**config.mk**
```make
export PLATFORM = sky130hd
export DESIGN_NAME = v3alu_fifo
export DESIGN_NICKNAME = d
export VERILOG_FILES = /design/src/hdl/v3alu_pkg.sv /design/src/hdl/v3alu_fifo.sv
export SDC_FILE = /design/constraint.sdc
export NUM_CORES = 1
export LEC_CHECK = 0
export BUFFER_PORTS_ARGS = -buffer_cell sky130_fd_sc_hd__buf_2
export CAP_MARGIN = 20
export CELL_PAD_IN_SITES_DETAIL_PLACEMENT = 1
export CELL_PAD_IN_SITES_GLOBAL_PLACEMENT = 2
export CORE_AREA = 2 2 452 454
export DETAILED_ROUTE_END_ITERATION = 7
export DIE_AREA = 0 0 454 456
export PLACE_DENSITY_LB_ADDON = 0.1
export SLEW_MARGIN = 15
export SYNTH_ARGS = -nofsm -noshare
export SYNTH_HDL_FRONTEND = slang
export SYNTH_SLANG_ARGS = --single-unit
```
**constraint.sdc**
```tcl
create_clock -name clk -period 26 [get_ports clk]
set_clock_uncertainty 0.05 [all_clocks]
set_input_delay 2.6 -clock clk [delete_from_list [all_inputs] [get_ports clk]]
set_output_delay 2.6 -clock clk [all_outputs]
set_load 0.02 [all_outputs]
```
**src/hdl/v3alu_pkg.sv**
```systemverilog
// Shared types, codes and helpers for the three-component vector ALU.
// No dependencies; used by every module under hdl.
`default_nettype none

package v3alu_pkg;

	localparam int FRAC_BITS = 16;
	localparam int DW        = 32;                // component width
	localparam int SW        = 49;                // scalar width
	localparam int QW        = FRAC_BITS + 1;     // normalise quotient width
	localparam int RT_STAGES = DW;                // one root bit per stage
	localparam int DV_STAGES = QW;                // one quotient bit per stage

	typedef enum logic [3:0] {
		OP_ADD   = 4'd0,
		OP_SUB   = 4'd1,
		OP_SCALE = 4'd2,
		OP_DOT   = 4'd3,
		OP_CROSS = 4'd4,
		OP_MAGSQ = 4'd5,
		OP_MAG   = 4'd6,
		OP_NORM  = 4'd7,
		OP_EQ    = 4'd8
	} op_t;

	// how the back end finishes a word
	typedef enum logic [2:0] {
		CLS_EARLY,
		CLS_SCALE,
		CLS_DOT,
		CLS_CROSS,
		CLS_MAGSQ,
		CLS_MAG,
		CLS_NORM
	} cls_t;

	localparam logic [1:0] ST_OK   = 2'd0;
	localparam logic [1:0] ST_SAT  = 2'd1;
	localparam logic [1:0] ST_ZERO = 2'd2;

	localparam logic signed [65:0] MAX32 = 66'sd2147483647;
	localparam logic signed [65:0] MIN32 = -MAX32 - 66'sd1;
	localparam logic signed [65:0] MAX49 = 66'sd281474976710655;
	localparam logic signed [65:0] MIN49 = -MAX49 - 66'sd1;

	typedef struct packed {
		cls_t             cls;
		logic [5:0][31:0] x;      // multiplier operands, lane k = x[k]*y[k]
		logic [5:0][31:0] y;
		logic [2:0][31:0] ev;     // add/sub result, ready at decode
		logic             esat;
		logic             eq;
		logic [2:0][31:0] a;      // A, kept for normalise
	} front_item_t;

	// {saturated, value}
	function automatic logic [32:0] sat32(input logic signed [65:0] v);
		logic [32:0] r;
		if (v > MAX32) begin
			r = {1'b1, 32'h7fff_ffff};
		end else if (v < MIN32) begin
			r = {1'b1, 32'h8000_0000};
		end else begin
			r = {1'b0, v[31:0]};
		end
		return r;
	endfunction

endpackage

`default_nettype wire

```
**src/hdl/v3alu_fifo.sv**
```systemverilog
// Two-entry queue between front and back ends.
// Depends on v3alu_pkg.
`default_nettype none

module v3alu_fifo (
	input  wire                        clk,
	input  wire                        arst_n,
	input  wire                        wr_valid,
	output logic                       wr_ready,
	input  wire v3alu_pkg::front_item_t wr_item,
	output logic                       rd_valid,
	input  wire                        rd_ready,
	output v3alu_pkg::front_item_t     rd_item
);

	v3alu_pkg::front_item_t mem_q [2];
	logic       wr_ptr_q, rd_ptr_q;
	logic [1:0] count_q;
	logic       push, pop;

	assign wr_ready = (count_q != 2'd2);
	assign rd_valid = (count_q != 2'd0);
	assign push     = wr_valid && wr_ready;
	assign pop      = rd_valid && rd_ready;
	assign rd_item  = mem_q[rd_ptr_q];

	always_ff @(posedge clk or negedge arst_n) begin
		if (!arst_n) begin
			wr_ptr_q <= 1'b0;
			rd_ptr_q <= 1'b0;
			count_q  <= 2'd0;
		end else begin
			if (push) wr_ptr_q <= !wr_ptr_q;
			if (pop)  rd_ptr_q <= !rd_ptr_q;
			count_q <= count_q + 2'(push) - 2'(pop);
		end
	end

	always_ff @(posedge clk) begin
		if (push) begin
			mem_q[wr_ptr_q] <= wr_item;
		end
	end

endmodule

`default_nettype wire

```
==> results.txt <==
Leak Pwr: 0.0201 µW
Min Hold Slack: 511 ps
Layout Area Growth over Synthesis: 31.6%
CP peak stage delay: 1030 ps
Highest Signal Layer: met5
die height: 456 µm
insertion delay to the later sink of the worst-skew pair: 770 ps
Antenna Nets Post-Route: 0
met3 WL: 13.3 mm
Clock Tree Buf Depth: 3
Async SR Flop Fraction: 0.343%
top-area cell type share of the netlist area: 82.3%
number of global-route vias before repair: 24928
hpwl dp: 109 mm
CP top delay family: buffers and inverters
first-pass GRT wire length: 201 mm
Final Instance Area: 55800 µm²
number of H-tree levels: 4
min setup slack post-route: 17520 ps
CTS Sinks: 1166
DRC violations left: 0
Die Area: 207000 µm²
Final Max Tran Viols: 0
layout net count: 3686
cell chain of the critical path: buf_4 -> buf_4 -> buf_4 -> buf_4 -> mux2_2 -> buf_2
worst hold stages: 1
initial antenna violation count: 163
top cells by count, synth: edfxtp_1 (1162), mux2_2 (581), buf_6 (65)
P per Cell Area: 123 nW/µm²
Final Cycle Share: 32.6%
HP Class: flip-flop to flip-flop
violation count after the first detailed-route iteration: 1325
Net Count, Synth: 2416
vias per cell: 3.89
crit path kind: flip-flop to output pin
Post-synth EDFFs: 1162
Mapped Cells: 1830
sequential-to-total area share from yosys stat: 82.6%
Core Util, Final: 27.7%
top-count cell post-synth: edfxtp_1
CTS tree: done
worst path required time: 23350 ps
number of fill cells in the layout: 21131
Setup WS pre-CTS: 18140 ps
All-Layer GR Usage: 14.0%
Post-CTS Setup Inserts: 0
Netlist Area Pre-Place: 42400 µm²
IO Count: 1168
Die X: 454 µm
worst-path fanout max: 76
Synth area leaders: edfxtp_1 (82%), mux2_2 (15%), buf_6 (1.7%), dfrtp_1 (0.24%), xnor2_1 (0.062%)
Tmin final: 8480 ps
core area: 202000 µm²
Synth cell types: 17
worst path bufs/invs: 5
routed length per instance: 25.2 µm
setup_tns: 0 ps
placed inst area: 51100 µm²
# rows: 165
hold buffers post-CTS: 0
layout cells sized above 1: 61.2%
largest net degree at the start of global routing: 155
Crit. End Element: output pin
RSZ-0062 raised after global routing: no
Relative slew margins: 15.0%
most used cell, CP: buf_4
M1 WL: 52.1 mm
Root Driver: clkbuf_16
Worst EP arrival: 5830 ps
initial core utilization: 21.0%
Resize count post-CTS: 0
Detailed Route WL: 149 mm
vias post-DR: 23049
FF+latch count, synth: 1166
clock edge transition at the registers on the reported setup and hold paths: 50 ps
final hold violation count: 0
Yosys Warn Count: 0
worst slew pin tran: 1280 ps
Critical Path Stages: 6
Yosys top cell by area: edfxtp_1
grt total ovfl: 0
First-pass DRT Iterations: 5
IO buf count: 1167
Startpoint Class: flip-flop
Met2 Routed Length: 77.2 mm
status: finished, final reports clean
endpoints failing setup: 0
Top FF cell, synth: edfxtp_1
Max Cap Viol: 0
CP max-delay cell: dfrtp_4
cts bufs inserted: 145
R2R depth: 5
worst IR drop on VDD: 0.0000678 V
syn avg cell area: 23.2 µm²
Final GP Congestion: 0.787
Max Clk Rate: 118 MHz
==> per-stage QoR <==
| stage | power, µW | instances |
|---|---|---|
| after global routing | 7210 | 5904 |
| final | 6890 | 5918 |
| after detailed placement | 5050 | 5625 |
| after floorplan | 4430 | 1830 |
| after global placement | 5020 | 5624 |
| after CTS | 7060 | 5882 |
==> cells by family after synthesis <==
family                   synth area share, %
AO/OA/AOI/OAI                         0.0561
XOR/XNOR                              0.0620
adder cells (fa/ha/maj)               0.0295
buffers and inverters                   1.73
flip-flops                              82.6
multiplexers                            15.4
AND/OR/NAND/NOR                        0.139
==> routing by layer <==
layer	global-route usage, %	up-vias
met4	6.24	98
met5	0	-
li1	-	9957
met3	5.95	436
met1	14.2	11583
met2	24.6	975
==> report_power, final <==
part | internal [µW] | switching [µW]
clock | 1150 | 804
sequential | 2580 | 114
combinational | 758 | 1480
==> final cells by class <==
type                       instances  area (µm²)  share of cell area [%]
timing repair buffer            1188        6080                    10.9
tap                             2672        3340                    5.99
clock inverter                    76         807                    1.45
antenna                           36        90.1                   0.161
clock buffer                     181        3810                    6.82
sequential                      1166       35000                    62.7
multi-input combinational        599        6680                    12.0
==> sequential cells by signal (all words and copies together) (netlist names) <==
name      count
mem_q      1162
wr_ptr_q      1
rd_ptr_q      1
count_q       2
==> path summary, 6_finish.rpt <==
path | from | endpoint | slack [ps]
max | rd_ptr_q | rd_item[28] | 17520
min | wr_ptr_q | wr_ptr_q | 510
max reg2reg | count_q[0] | mem_q[1][31] | 21480
min reg2reg | wr_ptr_q | wr_ptr_q | 510
max in group asynchronous | arst_n | rd_ptr_q | 24160
min in group asynchronous | arst_n | count_q[1] | 1590
==> placed cells by master, fill, tap and decap left out, types with 7 or more instances in the layout <==
cell type,Yosys,layout
diode_2,0,36
clkinv_2,0,16
clkbuf_1,0,34
edfxtp_1,1162,1162
clkinv_1,0,34
clkbuf_16,0,147
bufinv_16,0,11
buf_2,0,1167
clkinv_8,0,7
buf_4,0,15
mux2_2,581,581
No activity file was read; power rests on OpenSTA's default activity.
